[config.mk]
export PLATFORM = sky130hd
export DESIGN_NAME = prr_queue
export DESIGN_NICKNAME = d
export VERILOG_FILES = /design/src/sv/prr_pkg.sv /design/src/sv/prr_queue.sv
export SDC_FILE = /design/constraint.sdc
export NUM_CORES = 1
export LEC_CHECK = 0
export ABC_AREA = 0
export BUFFER_PORTS_ARGS = -buffer_cell sky130_fd_sc_hd__buf_2
export CAP_MARGIN = 20
export CELL_PAD_IN_SITES_DETAIL_PLACEMENT = 0
export CELL_PAD_IN_SITES_GLOBAL_PLACEMENT = 1
export CORE_MARGIN = 2
export CORE_UTILIZATION = 25
export CTS_CLUSTER_SIZE = 30
export DETAILED_ROUTE_END_ITERATION = 6
export PLACE_DENSITY = 0.51
export SYNTH_ARGS = -nofsm -noshare
export SYNTH_HDL_FRONTEND = slang
export SYNTH_SLANG_ARGS = --single-unit
[constraint.sdc]
create_clock -name clk -period 2.95 [get_ports clk]
set_input_delay 0.1475 -clock clk [delete_from_list [all_inputs] [get_ports clk]]
set_output_delay 0.1475 -clock clk [all_outputs]
set_load 0.01 [all_outputs]
[src/sv/prr_pkg.sv]
`default_nettype none
package prr_pkg;

  localparam int DATA_W           = 32;
  localparam int MODE_W           = 4;
  localparam int CFG_IDX_W        = 3;
  localparam int POS_W            = 5;
  localparam int FACTOR_BITS_DEF  = 8;
  localparam int POW2_MAX_EXP_DEF = 15;
  localparam int QUEUE_DEPTH      = 2;

  // Bit positions inside mode_flags.
  localparam int MODE_N_EXACT    = 0;
  localparam int MODE_N_ZERO_ONE = 1;
  localparam int MODE_P_POW2     = 2;
  localparam int MODE_M_DOUBLE   = 3;

  typedef enum logic [CFG_IDX_W-1:0] {
    CFG_N_MASK,
    CFG_K_MASK,
    CFG_M_MASK,
    CFG_P_MASK,
    CFG_EN_MASK,
    CFG_MODE
  } cfg_reg_t;

  // Position of the lowest set bit; zero for an empty mask.
  function automatic logic [POS_W-1:0] low_bit(input logic [DATA_W-1:0] mask);
    logic [POS_W-1:0] pos;
    pos = '0;
    for (int i = DATA_W - 1; i >= 0; i--) begin
      if (mask[i]) pos = POS_W'(i);
    end
    return pos;
  endfunction

endpackage
`default_nettype wire

[src/sv/prr_queue.sv]
`default_nettype none
module prr_queue #(
  parameter int WIDTH = 8,
  parameter int DEPTH = prr_pkg::QUEUE_DEPTH,
  localparam int PTR_W = (DEPTH > 1) ? $clog2(DEPTH) : 1,
  localparam int CNT_W = $clog2(DEPTH + 1)
) (
  input  wire logic             clk,
  input  wire logic             rst,
  input  wire logic             wr_valid,
  output logic                  wr_ready,
  input  wire logic [WIDTH-1:0] wr_data,
  output logic                  rd_valid,
  input  wire logic             rd_ready,
  output logic [WIDTH-1:0]      rd_data
);

  logic [WIDTH-1:0] slots [DEPTH];
  logic [PTR_W-1:0] wr_ptr, rd_ptr;
  logic [CNT_W-1:0] count;
  logic             push, pop;

  assign wr_ready = count != CNT_W'(DEPTH);
  assign rd_valid = count != '0;
  assign rd_data  = slots[rd_ptr];
  assign push     = wr_valid && wr_ready;
  assign pop      = rd_valid && rd_ready;

  always_ff @(posedge clk) begin
    if (rst) begin
      wr_ptr <= '0;
      rd_ptr <= '0;
      count  <= '0;
    end else begin
      if (push) wr_ptr <= (wr_ptr == PTR_W'(DEPTH - 1)) ? '0 : wr_ptr + PTR_W'(1);
      if (pop)  rd_ptr <= (rd_ptr == PTR_W'(DEPTH - 1)) ? '0 : rd_ptr + PTR_W'(1);
      if (push && !pop) count <= count + CNT_W'(1);
      else if (pop && !push) count <= count - CNT_W'(1);
    end
  end

  always_ff @(posedge clk) begin
    if (push) slots[wr_ptr] <= wr_data;
  end

  a_count_bound: assert property (@(posedge clk) disable iff (rst)
    count <= CNT_W'(DEPTH)) else $error("queue count above depth");
  a_full_after_fill: assert property (@(posedge clk) disable iff (rst)
    count == CNT_W'(DEPTH - 1) && push && !pop |=> !wr_ready)
    else $error("queue did not report full");

endmodule
`default_nettype wire

; ---- Yosys cells after proc, flatten, opt, wreduce, memory -nomap -nowiden
; Memory sizes are Yosys's and may differ from the RTL's. A register that Yosys moved wholly into a read port is not among the register bits.
; Index checks and enable logic that the tools add are counted.
[word_totals]
register_bits = 4
n_memories = 1
ramBits = 16
in_bits = 12
output_inout_bits = 10
wordCells = 25
[classes]
n_mux = 8
n_eq_ne = 1
reduce_logical = 8
addsub = 4
[mem_list]
columns = name, words, width, read_ports, rd_ports_with_merged_regs, wr, line_no
row1 = slots, 2, 8, 1, 1, 1, prr_queue.sv:18  ; logic [WIDTH-1:0] slots [DEPTH];
[op_table]
columns = operator, n
row1 = 1-bit two-way mux, 6
row2 = 1-bit logical AND, 4
row3 = 2-bit two-way mux, 2
row4 = 2-bit nonzero test, 2
row5 = 1-bit adder (second input constant), 2
row6 = 2-bit by 1-bit adder with 2-bit output (second input constant), 1
row7 = 1-bit logical NOT, 2
row8 = 2-bit != test (second input constant), 1
row9 = 2-bit by 1-bit subtractor with 2-bit output (second input constant), 1

; ---- Logic depth before layout (Yosys ltp)
; Gate-level depths: netlist of the first run.
[logic_depth]
ltp_word = 6
ltp_mapped = 6
mapped_depth_nobuf = 6

; ---- Least setup slack after synthesis of the first run
; OpenSTA, ideal clock, no wires.
[synth_timing]
path_kind = register -> register
from = register count[0]
to = register count[1]
arrival_ps = 1429
period_less_slack_ps = 1499
n_path_buf = 0
slack_ps = 1451
path_stages_with_launch = 6
setup_ps = 70
required_time_ps = 2880
cell_sequence = dfxtp_1 nand2b_4 and2_1 ha_1 or3_1 a21oi_1
[synth_via]
elab_chain_len = 5
elab_cells_between_ends = 13
cone_classes = 2 x add/sub / 1 x eq/ne / 2 x mux / 8 x reduce/logical
[synth_rtl]
columns = element, line_no
row1 = "start, declared", prr_queue.sv:20  ; logic [CNT_W-1:0] count;
row2 = "start signal, assigned", prr_queue.sv:37  ; if (push && !pop) count <= count + CNT_W'(1);
row3 = "start signal, assigned", prr_queue.sv:38  ; else if (pop && !push) count <= count - CNT_W'(1);
row4 = 2-bit != test *, prr_queue.sv:23  ; assign wr_ready = count != CNT_W'(DEPTH);
row5 = net wr_ready, prr_queue.sv:11  ; output logic wr_ready,
row6 = 1-bit logical AND *, prr_queue.sv:26  ; assign push = wr_valid && wr_ready;
row7 = 1-bit logical NOT, prr_queue.sv:38
row8 = 1-bit logical AND, prr_queue.sv:38
row9 = 2-bit nonzero test (no line), --
; The timed path passes the listed nets; every way through them passes the cells marked *. The select of a mux whose other input is x is not followed.
; A chain may end at the register's enable or synchronous reset.

; ---- Worst setup path in the final report of the first run
[layout_timing]
from = register count[0]
to = register count[1]
[layout_via]
elab_chain_len = 5
elab_cells_between_ends = 13
cone_classes = 2 x add/sub / 1 x eq/ne / 2 x mux / 8 x reduce/logical
[layout_rtl]
columns = element
row1 = branches (longest 5 deep; another with 2-bit by 1-bit subtractor with 2-bit output)
; Parallel ways; which one is timed is not known. The select of a mux whose other input is x is not followed.

==> metrics.md, run 1 <==
| Metric | Value |
|---|---|
| Final HPWL from detailed placement | `926 microns` |
| CTS resizes | `0` |
| Worst path required time | `3.19 ns` |
| Final Hold Viols | `0` |
| Clk Latency, worst-skew pair | `0.30 ns` |
| Slew HR | `0.731` |
| Worst-path clk slew | `0.11 ns` |
| Data arrival, critical path | `1.83 ns` |
| Worst path bufs/invs | `0` |
| Synth warnings | `0` |
| WL per Instance | `10.9 microns` |
| Post-DP Area | `961 sq um` |
| Crit Path Max Fanout | `5` |
| Commonest non-fill, non-tap cells in the layout | `buf_2, edfxtp_1, mux2_2` |
| Final period utilization | `0.541` |
| First-pass GRT wire length | `1890 microns` |
| Worst slew pin tran | `0.404 ns` |
| CP Capture Type | `register` |
| FP Rows | `20` |
| Core area | `0.00305 sq mm` |
| Largest area contributor in the netlist | `edfxtp_1` |
| Seq/Total Area, Yosys | `0.720` |
| Crit-path slowest cell | `dfxtp_1` |
| #FFs+latches synth | `21` |
| Clock sinks | `21` |
| DR pass1 iterations | `4` |
| Total grt overflow | `0` |
| Crit-path cells | `o21ai_0 -> ha_1 -> or3_1 -> a21oi_1` |
| WP depth | `4` |
| Largest stage delay, worst path | `0.37 ns` |
| Worst R2R Path Depth | `4` |
| Drt total wl | `1270 microns` |
| Leak pwr | `0.382 nW` |
| Area delta synth->final | `22.5%` |
| Antenna Violating Nets Remaining | `0` |
| Critical path class | `reg2reg` |
| DR vias/cell | `3.98` |
| Total CTS buffers | `3` |
| Initial antenna violation count | `0` |
| Drt drc | `0` |
| Filler cells | `321` |
| I/O pin total | `22` |
| Hold WC Path Type | `in2reg` |
| Initial Util | `0.264` |
| Setup Total Neg Slack | `0 ns` |
| Root buffer cell | `clkbuf_4` |
| Count of cell types in the netlist | `17` |
| Status | `finished, final reports clean` |
| Peak Freq | `626 MHz` |
| Drt first-iter violations | `5` |
| Synth Area per Inst | `16.4 sq um` |
| Die width | `60.8 microns` |
| Max Cap Viol | `0` |
| Pin count of the biggest net entering global routing | `12` |
| Hold_buf cts | `0` |
| Synth area leaders | `edfxtp_1, dfxtp_1, mux2_2` |
| Post-route cell area | `987 sq um` |
| Final Net Count | `87` |
| Fin crit period | `1.60 ns` |
| Endpoints failing setup | `0` |
| H-tree Lvls | `1` |
| Total track usage | `0.0772` |
| RSZ-0062 raised after global routing | `false` |
| Port bufs | `21` |
| Syn Nets | `62` |
| CTS tree | `yes` |
| Power Dens Cells | `792 mW/mm^2` |
| ANT cells | `0` |
| Worst hold margin | `0.0319 ns` |
| Top cell type's share of synthesized area | `0.596` |
| Via count | `466` |
| GPL Wtd Cong | `0.704` |
| Max Buffers Root-to-Sink | `2` |
| Final Skew | `0.00106 ns` |
| Hold Crit Depth | `1` |
| Commonest non-fill, non-tap cell in the layout | `buf_2` |
| Critical path launch point type | `register` |
| Final slew viol count | `0` |
| VDD IR-drop max | `318 uV` |
| CP delay by family, top | `compound AO/OA/AOI/OAI gates` |
| Post-synthesis instance area | `806 sq um` |
| Vias in the first global route | `446` |
| Post-CTS setup buffer count | `0` |
| Vert. Die Dim | `60.8 microns` |
| Die Area | `0.00369 sq mm` |
| Mapped Cells | `49` |
| Share of layout cells above drive strength 1 | `0.479` |
## metal layers
layer / wire length (microns) / GRT usage / vias to the layer above
li1: - / - / 227
met3: 97 / 0.0299 / 5
met4: 34 / 0.0559 / 0
met1: 584 / 0.0861 / 214
met2: 556 / 0.120 / 20
met5: 0 / 0 / -
## worst reg2reg max path, cell delays in order (launching register included)
cell and delay, ns:
dfxtp_1 0.37, o21ai_0 0.33, ha_1 0.32, or3_1 0.37
a21oi_1 0.14
## sequential cells by signal (all words and copies together), names as in the netlist, named ones only
signal  cells
count       2
slots      16
wr_ptr      1
rd_ptr      1
## through the flow
step / instances / worst slack (ns) / util / total power [mW]
2_1_floorplan: 49 / 1.45 / - / 0.581
5_1_grt: 117 / 1.27 / 0.323 / 0.839
4_1_cts: 117 / 1.35 / 0.323 / 0.796
3_3_place_gp: 113 / 1.43 / 0.315 / 0.660
3_5_place_dp: 113 / 1.39 / 0.315 / 0.660
6_report: 117 / 1.35 / 0.323 / 0.782
## synth_stat cells
cell and count:
edfxtp_1 16, mux2_2 8, dfxtp_1 5, nor2_1 3
xor2_1 3, a21oi_1 2, o21ai_0 2, a21bo_2 1
and2_1 1, and3_1 1, buf_2 1, ha_1 1
inv_1 1, nand2b_4 1, nand3b_1 1, or2_2 1
or3_1 1
## worst paths after layout
| path | startpoint | end | slack (ns) |
|---|---|---|---|
| max | count[0] | count[1] | 1.35 |
| min | wr_data[4] | slots[0][4] | 0.03 |
| max reg2reg | count[0] | count[1] | 1.35 |
| min reg2reg | rd_ptr | rd_ptr | 0.53 |
## report_power, final
group	internal, mW	switching, mW	total (mW)
combinational	0.123	0.110	0.234
sequential	0.375	0.0396	0.415
clock	0.0527	0.0808	0.133
total	0.551	0.231	0.782
## kinds of logic (layout without fill, tap and decap cells)
| kind of cell | count (synthesis) | count (layout) | synth area share |
|---|---|---|---|
| AND/OR/NAND/NOR | 9 | 9 | 0.0714 |
| multiplexers | 8 | 8 | 0.112 |
| adder cells (fa/ha/maj) | 1 | 1 | 0.0155 |
| flip-flops | 21 | 21 | 0.721 |
| XOR/XNOR | 3 | 3 | 0.0326 |
| AO/OA/AOI/OAI | 5 | 5 | 0.0373 |
| buffers and inverters | 2 | 26 | 0.0109 |
## area by class of cell
class                      instances  area [sq um]  area share
inverter                           1          3.75     0.00380
multi-input combinational         26           216       0.219
tap                               44          55.1      0.0558
timing repair buffer              21           105       0.106
clock buffer                       4          26.3      0.0266
sequential                        21           581       0.588
Power figures use the tool's default switching activity.
==> run 2: changes to the inputs <==
Settings changed: PLACE_DENSITY 0.51 to 0.53.
Clock period 2.95 ns to 1.3 ns, I/O delays scaled along.
==> metrics.md, run 2 (synthesis results as in run 1) <==
| Metric | Value |
|---|---|
| Power Total | `2.07 mW` |
| CTS tree | `yes` |
| Vert. Die Dim | `60.8 microns` |
| Max Cap Viol | `0` |
| Max Buffers Root-to-Sink | `2` |
| HP Start | `wr_valid` |
| Crit Path Max Fanout | `4` |
| Endpoints failing setup | `7` |
| Failing checks | `setup timing` |
| Hold Crit Depth | `3` |
| Worst-path clk slew | `0.11 ns` |
| Vias in the first global route | `532` |
| Final period utilization | `1.09` |
| I/O pin total | `22` |
| Root buffer cell | `clkbuf_4` |
| Share of layout cells above drive strength 1 | `0.560` |
| Critical path class | `reg2reg` |
| Drt first-iter violations | `6` |
| Pin count of the biggest net entering global routing | `12` |
| ANT cells | `0` |
| Hold endpoint | `wr_ptr` |
| Port bufs | `21` |
| Worst path required time | `1.52 ns` |
| Critical path launch point type | `register` |
| Initial antenna violation count | `0` |
| Drt total wl | `1390 microns` |
| DR pass1 iterations | `3` |
| Total grt overflow | `0` |
| Peak Freq | `708 MHz` |
| Die Area | `0.00369 sq mm` |
| Via count | `529` |
| Worst setup margin | `-0.112 ns` |
| Total CTS buffers | `3` |
| First-pass GRT wire length | `2130 microns` |
| Worst R2R Path Depth | `6` |
| Worst slew pin tran | `0.185 ns` |
| Biggest registers after layout | `slots (16), count (2)` |
| Clk Latency, worst-skew pair | `0.29 ns` |
| Data arrival, critical path | `1.64 ns` |
| Fin crit period | `1.41 ns` |
| Final slew viol count | `0` |
| DR vias/cell | `3.92` |
| Commonest non-fill, non-tap cell in the layout | `buf_2` |
| Flop2flop setup slack | `-0.11 ns` |
| Final Util | `0.397` |
| Power Dens Cells | `1710 mW/mm^2` |
| Top reg by flops | `slots` |
| Final Net Count | `105` |
| H-tree Lvls | `1` |
| Status | `finished with violations` |
| Core area | `0.00305 sq mm` |
| Area delta synth->final | `50.5%` |
| WL per Instance | `10.3 microns` |
| Final Hold Viols | `0` |
| VDD IR-drop max | `727 uV` |
| Final Skew | `0.00320 ns` |
| Initial Util | `0.264` |
| RSZ-0062 raised after global routing | `true` |
| Hold WC Path Type | `in2reg` |
| CP Capture Type | `register` |
| Final HPWL from detailed placement | `990 microns` |
| Antenna Violating Nets Remaining | `0` |
| Drt drc | `0` |
| Commonest non-fill, non-tap cells in the layout | `buf_2, edfxtp_1, dlygate4sd3_1` |
| Worst r2r src | `count[0]` |
| Slew HR | `0.876` |
| Capture point of the worst reg-to-reg path | `count[1]` |
| Place WS | `-0.0969 ns` |
| Leak pwr | `0.480 nW` |
| Die width | `60.8 microns` |
| Clock sinks | `21` |
| FP Rows | `20` |
| GPL Wtd Cong | `0.691` |
| Total track usage | `0.0821` |
| Largest register FFs | `16` |
==> run 2: how the worst max path moves through the flow <==
stage                     startpoint  endpoint  slack, ns
final                       count[0]  count[1]      -0.11
after global routing        count[0]  count[1]      -0.20
after CTS                   count[0]  count[1]      -0.13
after detailed placement    count[1]  count[1]       -0.1
after global placement      count[1]  count[1]      -0.05
after floorplan             count[0]  count[1]      -0.08
==> run 2: critical path, stage by stage, from the launching register on <==
cell and delay [ns]:
dfxtp_2 0.35, nand2b_4 0.13, and2_4 0.14, ha_4 0.15, xor2_2 0.14, or3_1 0.30
a21oi_1 0.12
==> run 2: final cells by class <==
cell class	count	area, sq um
tap	44	55.1
sequential	21	584
inverter	1	3.75
timing repair buffer	39	300
clock buffer	4	26.3
fill	304	1840
multi-input combinational	26	243
==> run 2: per-stage QoR <==
stage / hold WS [ns] / instance area (sq um) / instances / setup TNS [ns]
final: 0.0908 / 1210 / 135 / -0.259
after global routing: 0.0723 / 1210 / 135 / -0.795
after CTS: 0.0915 / 1210 / 135 / -0.426
after detailed placement: 0.259 / 1090 / 122 / -0.0969
after global placement: 0.254 / 1090 / 122 / -0.0461
after floorplan: 0.130 / 826 / 49 / -0.0804
==> run 2: repair_timing <==
action                                  CTS  global route
hold buffers                              9             0
endpoints found under the setup margin    7             9
resized for setup                         3             0
setup buffers                             0             0
cloned                                    0             0
hold endpoints to repair                 21             0
==> run 2: report_power, final <==
group          switching (mW)  internal, mW  leakage, nW
logic                   0.343         0.503        0.273
registers              0.0671         0.859        0.192
clock network           0.181         0.119       0.0150
==> run 2: per-layer routing <==
layer | GRT usage | up-vias | routed length [microns]
met3 | 0.0256 | 2 | 80
met5 | 0 | - | 0
met1 | 0.0797 | 247 | 600
li1 | - | 266 | -
met4 | 0.0373 | 0 | 8
met2 | 0.157 | 14 | 705
