`src/sv/prr_pkg.sv`:
```
`default_nettype none
package prr_pkg;

  localparam int DATA_W           = 32;
  localparam int MODE_W           = 4;
  localparam int CFG_IDX_W        = 3;
  localparam int POS_W            = 5;
  localparam int FACTOR_BITS_DEF  = 8;
  localparam int POW2_MAX_EXP_DEF = 15;
  localparam int QUEUE_DEPTH      = 2;

  // Bit positions inside mode_flags.
  localparam int MODE_N_EXACT    = 0;
  localparam int MODE_N_ZERO_ONE = 1;
  localparam int MODE_P_POW2     = 2;
  localparam int MODE_M_DOUBLE   = 3;

  typedef enum logic [CFG_IDX_W-1:0] {
    CFG_N_MASK,
    CFG_K_MASK,
    CFG_M_MASK,
    CFG_P_MASK,
    CFG_EN_MASK,
    CFG_MODE
  } cfg_reg_t;

  // Position of the lowest set bit; zero for an empty mask.
  function automatic logic [POS_W-1:0] low_bit(input logic [DATA_W-1:0] mask);
    logic [POS_W-1:0] pos;
    pos = '0;
    for (int i = DATA_W - 1; i >= 0; i--) begin
      if (mask[i]) pos = POS_W'(i);
    end
    return pos;
  endfunction

endpackage
`default_nettype wire

```
`src/sv/prr_item_if.sv`:
```
`default_nettype none
interface prr_item_if;
  logic                        valid;
  logic                        ready;
  logic [prr_pkg::DATA_W-1:0]  reg_value;
  logic [prr_pkg::DATA_W-1:0]  parent_rate;

  modport source (output valid, reg_value, parent_rate, input ready);
  modport sink (input valid, reg_value, parent_rate, output ready);
endinterface
`default_nettype wire

```
`src/sv/prr_front.sv`:
```
`default_nettype none
module prr_front #(
  parameter int FACTOR_BITS  = prr_pkg::FACTOR_BITS_DEF,
  parameter int POW2_MAX_EXP = prr_pkg::POW2_MAX_EXP_DEF,
  localparam int EXP_W       = $clog2(POW2_MAX_EXP + 1),
  localparam int ITEM_W      = prr_pkg::DATA_W + 4 * FACTOR_BITS + 5 + EXP_W
) (
  input  wire logic                            clk,
  input  wire logic                            rst,
  input  wire logic                            cfg_we,
  input  wire logic [prr_pkg::CFG_IDX_W-1:0]   cfg_index,
  input  wire logic [prr_pkg::DATA_W-1:0]      cfg_data,
  prr_item_if.sink                             item,
  output logic                                 push_valid,
  input  wire logic                            push_ready,
  output logic [ITEM_W-1:0]                    push_data
);

  localparam int FB = FACTOR_BITS;

  logic [prr_pkg::DATA_W-1:0] n_mask, k_mask, m_mask, p_mask, en_mask;
  logic [prr_pkg::POS_W-1:0]  n_pos, k_pos, m_pos, p_pos;
  logic [prr_pkg::MODE_W-1:0] mode;

  // Mask shift amounts are found when the mask is written, not per request.
  always_ff @(posedge clk) begin
    if (rst) begin
      n_mask  <= '0;
      k_mask  <= '0;
      m_mask  <= '0;
      p_mask  <= '0;
      en_mask <= '0;
      mode    <= '0;
      n_pos   <= '0;
      k_pos   <= '0;
      m_pos   <= '0;
      p_pos   <= '0;
    end else if (cfg_we) begin
      case (cfg_index)
        prr_pkg::CFG_N_MASK: begin
          n_mask <= cfg_data;
          n_pos  <= prr_pkg::low_bit(cfg_data);
        end
        prr_pkg::CFG_K_MASK: begin
          k_mask <= cfg_data;
          k_pos  <= prr_pkg::low_bit(cfg_data);
        end
        prr_pkg::CFG_M_MASK: begin
          m_mask <= cfg_data;
          m_pos  <= prr_pkg::low_bit(cfg_data);
        end
        prr_pkg::CFG_P_MASK: begin
          p_mask <= cfg_data;
          p_pos  <= prr_pkg::low_bit(cfg_data);
        end
        prr_pkg::CFG_EN_MASK: en_mask <= cfg_data;
        prr_pkg::CFG_MODE:    mode    <= cfg_data[prr_pkg::MODE_W-1:0];
        default: ;
      endcase
    end
  end

  logic [prr_pkg::DATA_W-1:0] n_sh, k_sh, m_sh, p_sh;
  logic [FB-1:0]              n_raw, k_raw, m_raw, p_raw;
  logic [FB:0]                n_val, k_val, p_fac;
  logic [FB+1:0]              m_val;
  logic [EXP_W-1:0]           p_exp;
  logic [prr_pkg::DATA_W-1:0] parent;

  always_comb begin
    n_sh  = (item.reg_value & n_mask) >> n_pos;
    k_sh  = (item.reg_value & k_mask) >> k_pos;
    m_sh  = (item.reg_value & m_mask) >> m_pos;
    p_sh  = (item.reg_value & p_mask) >> p_pos;
    n_raw = n_sh[FB-1:0];
    k_raw = k_sh[FB-1:0];
    m_raw = m_sh[FB-1:0];
    p_raw = p_sh[FB-1:0];

    if (mode[prr_pkg::MODE_N_EXACT]) begin
      n_val = {1'b0, n_raw};
      if (mode[prr_pkg::MODE_N_ZERO_ONE] && n_raw == '0) n_val = (FB+1)'(1);
    end else begin
      n_val = {1'b0, n_raw} + (FB+1)'(1);
    end

    k_val = {1'b0, k_raw} + (FB+1)'(1);
    m_val = {2'b00, m_raw} + (FB+2)'(1);
    if (mode[prr_pkg::MODE_M_DOUBLE]) m_val = {m_val[FB:0], 1'b0};

    // A power-of-two divider becomes a right shift of the numerator.
    if (mode[prr_pkg::MODE_P_POW2]) begin
      p_fac = (FB+1)'(1);
      if (32'(p_raw) > 32'(POW2_MAX_EXP)) p_exp = EXP_W'(POW2_MAX_EXP);
      else p_exp = EXP_W'(p_raw);
    end else begin
      p_fac = {1'b0, p_raw} + (FB+1)'(1);
      p_exp = '0;
    end

    // A zero parent drives the whole product, and so the rate, to zero.
    parent = item.parent_rate;
    if (en_mask != '0 && (item.reg_value & en_mask) == '0) parent = '0;
  end

  assign push_valid = item.valid;
  assign item.ready = push_ready;
  assign push_data  = {parent, n_val, k_val, m_val, p_fac, p_exp};

endmodule
`default_nettype wire

```
`src/flat_wrapper.sv`:
```
// flat-port wrapper written by rule: the top's interface ports become plain ports
module prr_front_flat 
#(
  parameter int FACTOR_BITS  = prr_pkg::FACTOR_BITS_DEF,
  parameter int POW2_MAX_EXP = prr_pkg::POW2_MAX_EXP_DEF,
  localparam int EXP_W       = $clog2(POW2_MAX_EXP + 1),
  localparam int ITEM_W      = prr_pkg::DATA_W + 4 * FACTOR_BITS + 5 + EXP_W
)
  (clk, rst, cfg_we, cfg_index, cfg_data, push_valid, push_ready, push_data, item_valid, item_reg_value, item_parent_rate, item_ready);
  prr_item_if item_i ();
  input  wire logic clk;
  input  wire logic rst;
  input  wire logic cfg_we;
  input  wire logic [prr_pkg::CFG_IDX_W-1:0] cfg_index;
  input  wire logic [prr_pkg::DATA_W-1:0] cfg_data;
  output logic push_valid;
  input  wire logic push_ready;
  output logic [ITEM_W-1:0] push_data;
  input wire logic [$bits(item_i.valid)-1:0] item_valid;
  input wire logic [$bits(item_i.reg_value)-1:0] item_reg_value;
  input wire logic [$bits(item_i.parent_rate)-1:0] item_parent_rate;
  output wire logic [$bits(item_i.ready)-1:0] item_ready;
  assign item_i.valid = item_valid;
  assign item_i.reg_value = item_reg_value;
  assign item_i.parent_rate = item_parent_rate;
  assign item_ready = item_i.ready;
  prr_front #(.FACTOR_BITS(FACTOR_BITS), .POW2_MAX_EXP(POW2_MAX_EXP)) u_core (.clk(clk), .rst(rst), .cfg_we(cfg_we), .cfg_index(cfg_index), .cfg_data(cfg_data), .item(item_i), .push_valid(push_valid), .push_ready(push_ready), .push_data(push_data));
endmodule
```
`config.mk`:
```
export PLATFORM = sky130hd
export DESIGN_NAME = prr_front_flat
export DESIGN_NICKNAME = d
export VERILOG_FILES = /design/src/sv/prr_pkg.sv /design/src/sv/prr_item_if.sv /design/src/sv/prr_front.sv /design/src/flat_wrapper.sv
export SDC_FILE = /design/constraint.sdc
export NUM_CORES = 1
export LEC_CHECK = 0
export ABC_AREA = 1
export BUFFER_PORTS_ARGS = -buffer_cell sky130_fd_sc_hd__buf_4
export CORE_ASPECT_RATIO = 0.75
export CORE_MARGIN = 2
export CORE_UTILIZATION = 38
export CTS_CLUSTER_SIZE = 20
export DETAILED_ROUTE_END_ITERATION = 12
export GPL_TIMING_DRIVEN = 0
export PLACE_DENSITY_LB_ADDON = 0.05
export RECOVER_POWER = 100
export SYNTH_ARGS = -nofsm -noshare
export SYNTH_HDL_FRONTEND = slang
export SYNTH_SLANG_ARGS = --single-unit
```
`constraint.sdc`:
```
create_clock -name clk -period 2.4 [get_ports clk]
set_input_delay 0.12 -clock clk [delete_from_list [all_inputs] [get_ports clk]]
set_output_delay 0.12 -clock clk [all_outputs]
set_load 0.05 [all_outputs]
```
Word-level counts from Yosys, hierarchy flattened

Index checks and enable logic that the tools add are counted.
Widths: inputs -> output; s select.

Register bits after elaboration: 184
Latch bits: 0
Memory bits (writable): 0
ROM bits: 0
Input port bits: 104
Output and inout bits: 75
Word-level logic and storage cells: 80
Memories: 0

$add $sub $neg: 4
$mul: 0
Div/mod/pow operators: 0
Order comparisons: 1
Equality and inequality tests: 5
Shifts and indexed selects: 4
Muxes and demuxes: 39
Bitwise operators: 5
Reductions and logical operators: 12

Operator list:

| operator            | number |
|---|---|
| $and 32x32->32      | 5 |
| $mux 5              | 32 |
| $shr 32x5->8        | 4 |
| $add 8x1->9 const B | 4 |
| $logic_not 32->1    | 1 |
| $mux 32             | 1 |
| $reduce_bool 32->1  | 1 |
| $mux 9              | 2 |
| $reduce_and 2->1    | 6 |
| $mux 10             | 1 |
| $gt 8x4->1 const B  | 1 |
| $logic_not 8->1     | 1 |
| $mux 4              | 2 |
| $mux 8              | 1 |
| $eq 3x2->1 const B  | 2 |
| $eq 3x3->1 const B  | 2 |
| $eq 3x1->1 const B  | 1 |
| $logic_not 3->1     | 1 |
| $logic_and 1x1->1   | 2 |

Logic depth before layout (Yosys ltp)

Gate-level depths: netlist of the first run.

Depth in word-level cells: 32
Depth in mapped cells: 33
Gate-level depth less buffers: 33

Worst setup path after synthesis of the first run

No wires, ideal clock.

Path type: flip-flop to output port
Start point: register u_core.m_pos[0] in the netlist's numbering
End point: output port push_data[19]
Arrival: 3.065 ns
Data required time: 2.280 ns
Slack: -0.785 ns
Stages on the path, launching flop included: 15
Path buffers: 2
Path through: dfxtp_1 buf_2 buf_4 o21ai_0 nand2_1 nand2_1 a21oi_1 o32ai_2 ha_1 nand3_1 nor2_1 nand2_1 xor2_1 inv_1 o21ai_0

Cells in the longest elaborated chain, start to end: 3

RTL lines:

| what                   | RTL line           | text |
|---|---|---|
| start, declared        | prr_front.sv:22    | `logic [prr_pkg::POS_W-1:0] n_pos, k_pos, m_pos, p_pos;` |
| start signal, assigned | prr_front.sv:50    | `m_pos <= prr_pkg::low_bit(cfg_data);` |
| $shr 32x5->8           | prr_front.sv:73    | `m_sh = (item.reg_value & m_mask) >> m_pos;` |
| $add 8x1->9            | prr_front.sv:88    | `m_val = {2'b00, m_raw} + (FB+2)'(1);` |
| $mux 10                | prr_front.sv:89    | `if (mode[prr_pkg::MODE_M_DOUBLE]) m_val = {m_val[FB:0], 1'b0};` |
| end, declared          | flat_wrapper.sv:18 | `output logic [ITEM_W-1:0] push_data;` |

No other way between the ends.

Worst setup path after layout of the first run

Start point: register u_core.n_pos[0] in the netlist's numbering
End point: output port push_data[39]

Cells in the longest elaborated chain, start to end: 5
Elaborated cells on any way between the ends: 6
Those cells by class: add/sub: 1; shift: 1; mux: 2; reduce/logical: 2

RTL lines:

| what                                                                | RTL line        | text |
|---|---|---|
| start, declared                                                     | prr_front.sv:22 |  |
| start signal, assigned                                              | prr_front.sv:42 | `n_pos <= prr_pkg::low_bit(cfg_data);` |
| $shr 32x5->8 *                                                      | prr_front.sv:71 | `n_sh = (item.reg_value & n_mask) >> n_pos;` |
| parallel branches: the longest is 3 deep, another holds $add 8x1->9 | --              |  |
| $mux 9 *                                                            | prr_front.sv:80 | `if (mode[prr_pkg::MODE_N_EXACT]) begin` |

Mark *: on every way between the ends.

==> results.toml, run 1 <==
[timing]
drv_slew = 0
fin_worst_skew_ns = 0
layout_setup_ws_ns = -0.818
rsz0062_at_grt = "yes"
fin_setup_tns_ns = -25.67
fin_crit_ns = 3.22
min_period_over_period_pct = 134
finalHoldViolations = 0
tightest_slew_ns = 1.06
slew_headroom_pct = 29.6
setup_viol = 71
fmax_mhz = 311

[critical_path]
arrival_ns = 3.10
crit_required_ns = 2.28
path_max_fanout = 5
cp-end-kind = "output port"
reg2reg_depth = 4
cp-start-kind = "register"
path_class = "reg2out"

[global_route]
grt_pass1_wl_um = 88400
grt_pass1_vias = 14600
grt_max_degree = 17
grt_usage_pct = 33.0
antenna_found_initial = 0
grt_overflow = 0

[detailed_routing]
wl_per_cell_um = 21.9
drt_iter0_markers = 1949
met3_length_um = 7180
wl_met2_um = 25300
via_count = 16500
drc = 0
wirelength_met1_um = 27500
final_antenna_net_count = 0
viasPerCell = 5.89
dr.pass1.iters = 6
routed_wl_um = 61400
route.top_layer_used = "met4"

[clock_tree]
cts.reportedPaths.clkPinSlew_ns = 0.07
cts-buffers-inserted = 17
cts_tree = "yes"
cts.sinks = 184
cts-root-buf = "clkbuf_16"
cts_buffer_depth = 2
insertion_delay_ns = 0.45
cts_max_level = 4

[placed_design]
gp_congestion = 0.972
numPortBuffers = 164
dp_hpwl_um = 43900
place_area_um2 = 14900
dpl.cell_count = 2672

[floorplan]
pin_count = 179
die_y_um = 162
fp.dieW_um = 215
start_util_pct = 38.9
coreArea_um2 = 32700
fp-row-count = 57
die_area_um2 = 35000

[cells_and_area]
syn_to_final_growth_pct = 46.4
nets = 2462
layout_commonest_cell = "nand2_1"
final_cell_mix = "nand2_1 (422), o21ai_0 (257), a21oi_1 (203)"
utilization_pct = 57.0
fin_area_um2 = 18600
fin_cells = 2808
diodes = 0
drive_gt1_share_pct = 30.8

[yosys]
syn_area_um2 = 12700
synth_cell_types = 54
synth_area_per_cell_um2 = 6.16
syn-num-nets = 2174
ys_warn_count = 0
ys_seq_area_share_pct = 29.0
syn_inst = 2065
synth_seq_cells = 184

[run_status]
run_status = "finished, violations left"
violations = "setup timing"

[min_path]
hold_path_depth = 4
worstHoldPathType = "in2reg"

[power]
peakVddDrop_v = 0.000467
power.density_nw_per_um2 = 502
leakagePower_nw = 7.64

[run]
cap_violations = 0
-- registers in the layout (all words and copies together), names as in the netlist --
name	flops
u_core.en_mask	32
u_core.k_mask	32
u_core.k_pos	5
u_core.m_mask	32
u_core.m_pos	5
u_core.mode	4
u_core.n_mask	32
u_core.n_pos	5
u_core.p_mask	32
u_core.p_pos	5
-- layer usage --
layer  vias up  track usage [%]
li1       7679                -
met1      7889             49.1
met2       869             46.7
met3        93             8.59
met4         0             8.43
met5         -                0
-- cells in the mapped netlist, drive strengths merged --
cell type / instances / share of area [%]
a31o: 3 / 0.21
inv: 162 / 4.8
nand4: 9 / 0.44
clkinv: 2 / 0.059
a221oi: 6 / 0.41
nor3b: 2 / 0.20
nor4: 12 / 0.76
or2: 3 / 0.15
mux2i: 10 / 0.79
nand3b: 1 / 0.16
ha: 5 / 0.49
a21boi: 1 / 0.059
o221a: 1 / 0.089
o221ai: 15 / 1.0
a31oi: 22 / 1.1
o2111ai: 6 / 0.41
dfxtp: 184 / 29
a211oi: 1 / 0.059
buf: 64 / 2.9
nor2: 127 / 3.7
a22o: 8 / 0.55
o311ai: 3 / 0.21
o22ai: 4 / 0.20
o32ai: 3 / 0.32
o31ai: 1 / 0.059
xnor2: 3 / 0.21
nand3: 153 / 6.1
nor3: 9 / 0.39
o21a: 2 / 0.12
clkbuf: 94 / 2.8
o211ai: 34 / 2.0
a32o: 3 / 0.24
o21ai: 415 / 16
xor2: 14 / 0.96
nand2: 460 / 14
a311oi: 2 / 0.14
o21bai: 1 / 0.059
a32oi: 1 / 0.069
a21oi: 219 / 8.6
-- repair_timing --
action / CTS / global route
hold buffers: 1 / 0
endpoints found under the hold margin: 1 / 0
pin swaps: 87 / 89
endpoints found under the setup margin: 73 / 75
gates resized for setup: 392 / 305
setup buffers: 54 / 48
cloned: 8 / 4
-- cell type report --
class | count | area [um2]
sequential | 184 | 3700
clock inverter | 13 | 168
inverter | 164 | 687
fill | 3228 | 14000
buffer | 156 | 1040
clock buffer | 19 | 443
multi-input combinational | 1559 | 9430
timing repair buffer | 271 | 2610
tap | 442 | 553
-- path summary, 6_finish.rpt --
kind | start | slack, ns | to
max | u_core.n_pos[0] | -0.82 | push_data[39]
min | cfg_data[30] | 0.04 | u_core.k_mask[30]
max reg2reg | u_core.p_pos[3] | 0.94 | u_core.p_pos[3]
min reg2reg | u_core.n_mask[31] | 0.55 | u_core.n_mask[31]
-- worst max-delay path: stages (launching register included) --
cell and delay, ns:
dfxtp_4 0.43, buf_8 0.17, buf_8 0.14, nand3_2 0.09
o21ai_2 0.12, nand2_1 0.09, nand2_2 0.08, nand2_2 0.05
nand3_2 0.06, o2111ai_2 0.15, nand2_2 0.17, inv_4 0.05
nor4_4 0.29, nand3_2 0.15, nor3b_4 0.27, xor2_4 0.17
buf_6 0.17
-- kinds of logic (layout without fill, tap and decap cells) --
group	Yosys count	count (layout)	share of synthesized area (%)
muxes	10	10	0.787
adders and majority gates	5	5	0.492
buffers and inverters	322	623	10.6
DFF	184	184	29.0
AOI/OAI and AO/OA	751	751	32.4
and+or+nand+nor	776	776	25.6
xor gates and xnor gates	17	17	1.17
-- power by group --
group / total (mW) / internal, mW / switching (mW)
clock network: 2.98 / 1.68 / 1.31
logic: 3.13 / 1.13 / 2.01
registers: 3.24 / 3.16 / 0.0860
total: 9.36 / 5.96 / 3.40
-- per-stage QoR --
stage | total power [mW] | setup WS [ns] | hold slack, ns
CTS | 8.90 | -0.820 | 0.000305
detailed placement | 5.59 | -0.688 | 0.453
global route | 9.63 | -0.948 | 0.0497
global placement | 5.59 | -0.709 | 0.439
floorplan | 4.74 | -0.152 | 0.259
finish | 9.36 | -0.818 | 0.0449
Note: power is estimated with default switching activity, not from simulation.
==> run 2, diff against run 1 <==
--- a/config.mk
+++ b/config.mk
@@ -10,9 +10,11 @@
 export CORE_ASPECT_RATIO = 0.75
 export CORE_MARGIN = 2
 export CORE_UTILIZATION = 38
+export CTS_BUF_LIST = sky130_fd_sc_hd__clkbuf_16
 export CTS_CLUSTER_SIZE = 20
 export DETAILED_ROUTE_END_ITERATION = 12
 export GPL_TIMING_DRIVEN = 0
+export MAX_ROUTING_LAYER = met4
 export PLACE_DENSITY_LB_ADDON = 0.05
 export RECOVER_POWER = 100
 export SYNTH_ARGS = -nofsm -noshare
==> run 2 against run 1 <==
Against the previous run: the run ends with hold timing, setup timing left; wire length increased by 0.39%; first-iteration DRC count shrank 0.82%; non-clock buffer count rose by 8; clock skew unchanged; via count fell by 1.1%; clock-buffer cell count down 2.
==> results.toml, run 2 (synthesis results as in run 1) <==
[timing]
rsz0062_at_grt = "yes"
fin_worst_skew_ns = 0
tightest_slew_ns = 1.01
setup_viol = 70
slew_headroom_pct = 32.3
timing.hold.ws_ns = -0.0124
layout_setup_ws_ns = -0.830
fmax_mhz = 310
fin_setup_tns_ns = -25.66
drv_slew = 0
fin_crit_ns = 3.23
min_period_over_period_pct = 135
finalHoldViolations = 1

[critical_path]
arrival_ns = 3.11
cp_slowest_cell = "dfxtp_4"
rr_endpoint = "u_core.k_pos[2]"
cp-end-kind = "output port"
crit_required_ns = 2.28
crit_family = "simple AND/OR/NAND/NOR gates"
cp-start-kind = "register"
critPathBufInv = 5
rrSetupSlack_ns = 0.77
path_class = "reg2out"
cp_cell_sequence = "buf_8, buf_8, nand3_2, nand2_2, inv_2, nand2_2, o311ai_4, nand3_1, o2111ai_2, nand2_2, inv_2, nor4_4, nand3_2, nor3b_4, xor2_4, buf_6"
crit_path_max_incr_delay_ns = 0.43
r2r_start = "u_core.k_pos[2]"
path_max_fanout = 5
reg2reg_depth = 5
crit_top_cell = "nand2_2"

[min_path]
worstHoldPathType = "in2reg"
min_to = "u_core.k_mask[30]"
hold_path_depth = 3
hp-start = "cfg_data[30]"

[power]
p_sw_share_pct = 38.1
combPwrFrac_pct = 34.4
p_int_mw = 5.67
peakVddDrop_v = 0.000701
leakagePower_nw = 7.63
p_seq_share_pct = 35.4
power.density_nw_per_um2 = 494
p_switching_mw = 3.49
power_frac_clock_pct = 30.3

[placed_design]
numPortBuffers = 164
gp_congestion = 0.976
dp_hpwl_um = 44600
place_area_um2 = 14900

[floorplan]
coreArea_um2 = 32700
fp-row-count = 57
fp.dieW_um = 215
start_util_pct = 38.9
die_area_um2 = 35000
die_y_um = 162
pin_count = 179

[clock_tree]
cts.reportedPaths.clkPinSlew_ns = 0.08
cts-root-buf = "clkbuf_16"
cts-buffers-inserted = 17
cts_tree = "yes"
cts_max_level = 4
insertion_delay_ns = 0.45
cts_buffer_depth = 2
cts.sinks = 184

[cells_and_area]
drive_gt1_share_pct = 30.4
nFillCells = 3255
fin_area_um2 = 18500
layout_commonest_cell = "nand2_1"
final_cell_mix = "nand2_1 (423), o21ai_0 (269), a21oi_1 (206)"
syn_to_final_growth_pct = 45.7
nets = 2471
diodes = 0

[detailed_routing]
final_antenna_net_count = 0
wl_per_cell_um = 21.9
via_count = 16400
viasPerCell = 5.80
drc = 0
drt_iter0_markers = 1933
routed_wl_um = 61700
dr.pass1.iters = 5

[global_route]
grt_pass1_wl_um = 89500
grt_max_degree = 19
grt_usage_pct = 34.6
grt_overflow = 0
grt_pass1_vias = 14800
antenna_found_initial = 0

[run]
cap_violations = 0

[run_status]
violations = "hold timing, setup timing"
run_status = "finished, violations left"
run 2: cell types whose count changed in the layout (fill, tap and decap cells not counted), sizes merged, moves of 3 or more:
| cell | delta |
|---|---|
| buf | +8 |
| bufinv | -3 |
| clkbuf | -3 |
| inv | +6 |
run 2: repair_timing:
action                                 in CTS  in global routing
hold buffers                                1                  2
endpoints found under the hold margin       1                  2
setup endpoints to repair                  73                 77
setup buffers                              77                 43
cloned                                      8                  4
pin swaps                                  90                 85
gates resized for setup                   410                246
run 2: how the worst max path moves through the flow:
stage / cells after the start / end / start / slack (ns)
finish: 16 / push_data[39] / u_core.n_pos[0] / -0.83
global route: 18 / push_data[12] / u_core.p_pos[0] / -0.96
CTS: 15 / push_data[39] / u_core.n_pos[0] / -0.85
detailed placement: 15 / push_data[39] / item_reg_value[6] / -0.77
global placement: 17 / push_data[20] / item_reg_value[4] / -0.72
floorplan: 14 / push_data[19] / u_core.m_pos[0] / -0.15
run 2: layout make-up:
| type | instances | area (um2) | area share (%) |
|---|---|---|---|
| timing repair inverter | 1 | 6.26 | 0.0337 |
| clock inverter | 15 | 133 | 0.715 |
| sequential | 184 | 3700 | 20.0 |
| inverter | 164 | 668 | 3.60 |
| clock buffer | 17 | 425 | 2.29 |
| multi-input combinational | 1559 | 9400 | 50.7 |
| tap | 442 | 553 | 2.98 |
| buffer | 152 | 941 | 5.08 |
| timing repair buffer | 283 | 2710 | 14.6 |
run 2: worst register-to-register path, stage by stage, from the launching register on:
cell and delay (ns):
dfxtp_1 0.31, buf_2 0.23, clkbuf_1 0.43, clkbuf_2 0.34, o21ai_0 0.12, a21oi_1 0.14
run 2: through the flow:
stage          setup WS, ns  total power, mW  hold slack [ns]  util (%)  std cells
3_3_place_gp         -0.725             5.59            0.443      45.5       2671
2_1_floorplan        -0.152             4.74            0.259         -       2065
4_1_cts              -0.847             8.84           0.0138      53.1       2783
6_report             -0.830             9.17          -0.0124      56.7       2817
3_5_place_dp         -0.771             5.60            0.442      45.5       2672
5_1_grt              -0.960             9.48           0.0119      56.7       2817
run 2: power by group through the flow:
stage	combinational, mW	clock (mW)	sequential [mW]
final	3.15	2.77	3.24
after global routing	3.30	2.93	3.25
after CTS	2.84	2.78	3.23
after detailed placement	2.30	0	3.30
after global placement	2.30	0	3.30
after floorplan	1.47	0	3.28
run 2: per-layer routing:
metal | vias to the layer above | routed length, um | GRT usage (%)
met1 | 7725 | 28100 | 50.2
li1 | 7693 | - | -
met4 | 0 | 1230 | 7.77
met5 | - | 0 | -
met3 | 81 | 7070 | 9.21
met2 | 853 | 25300 | 47.3
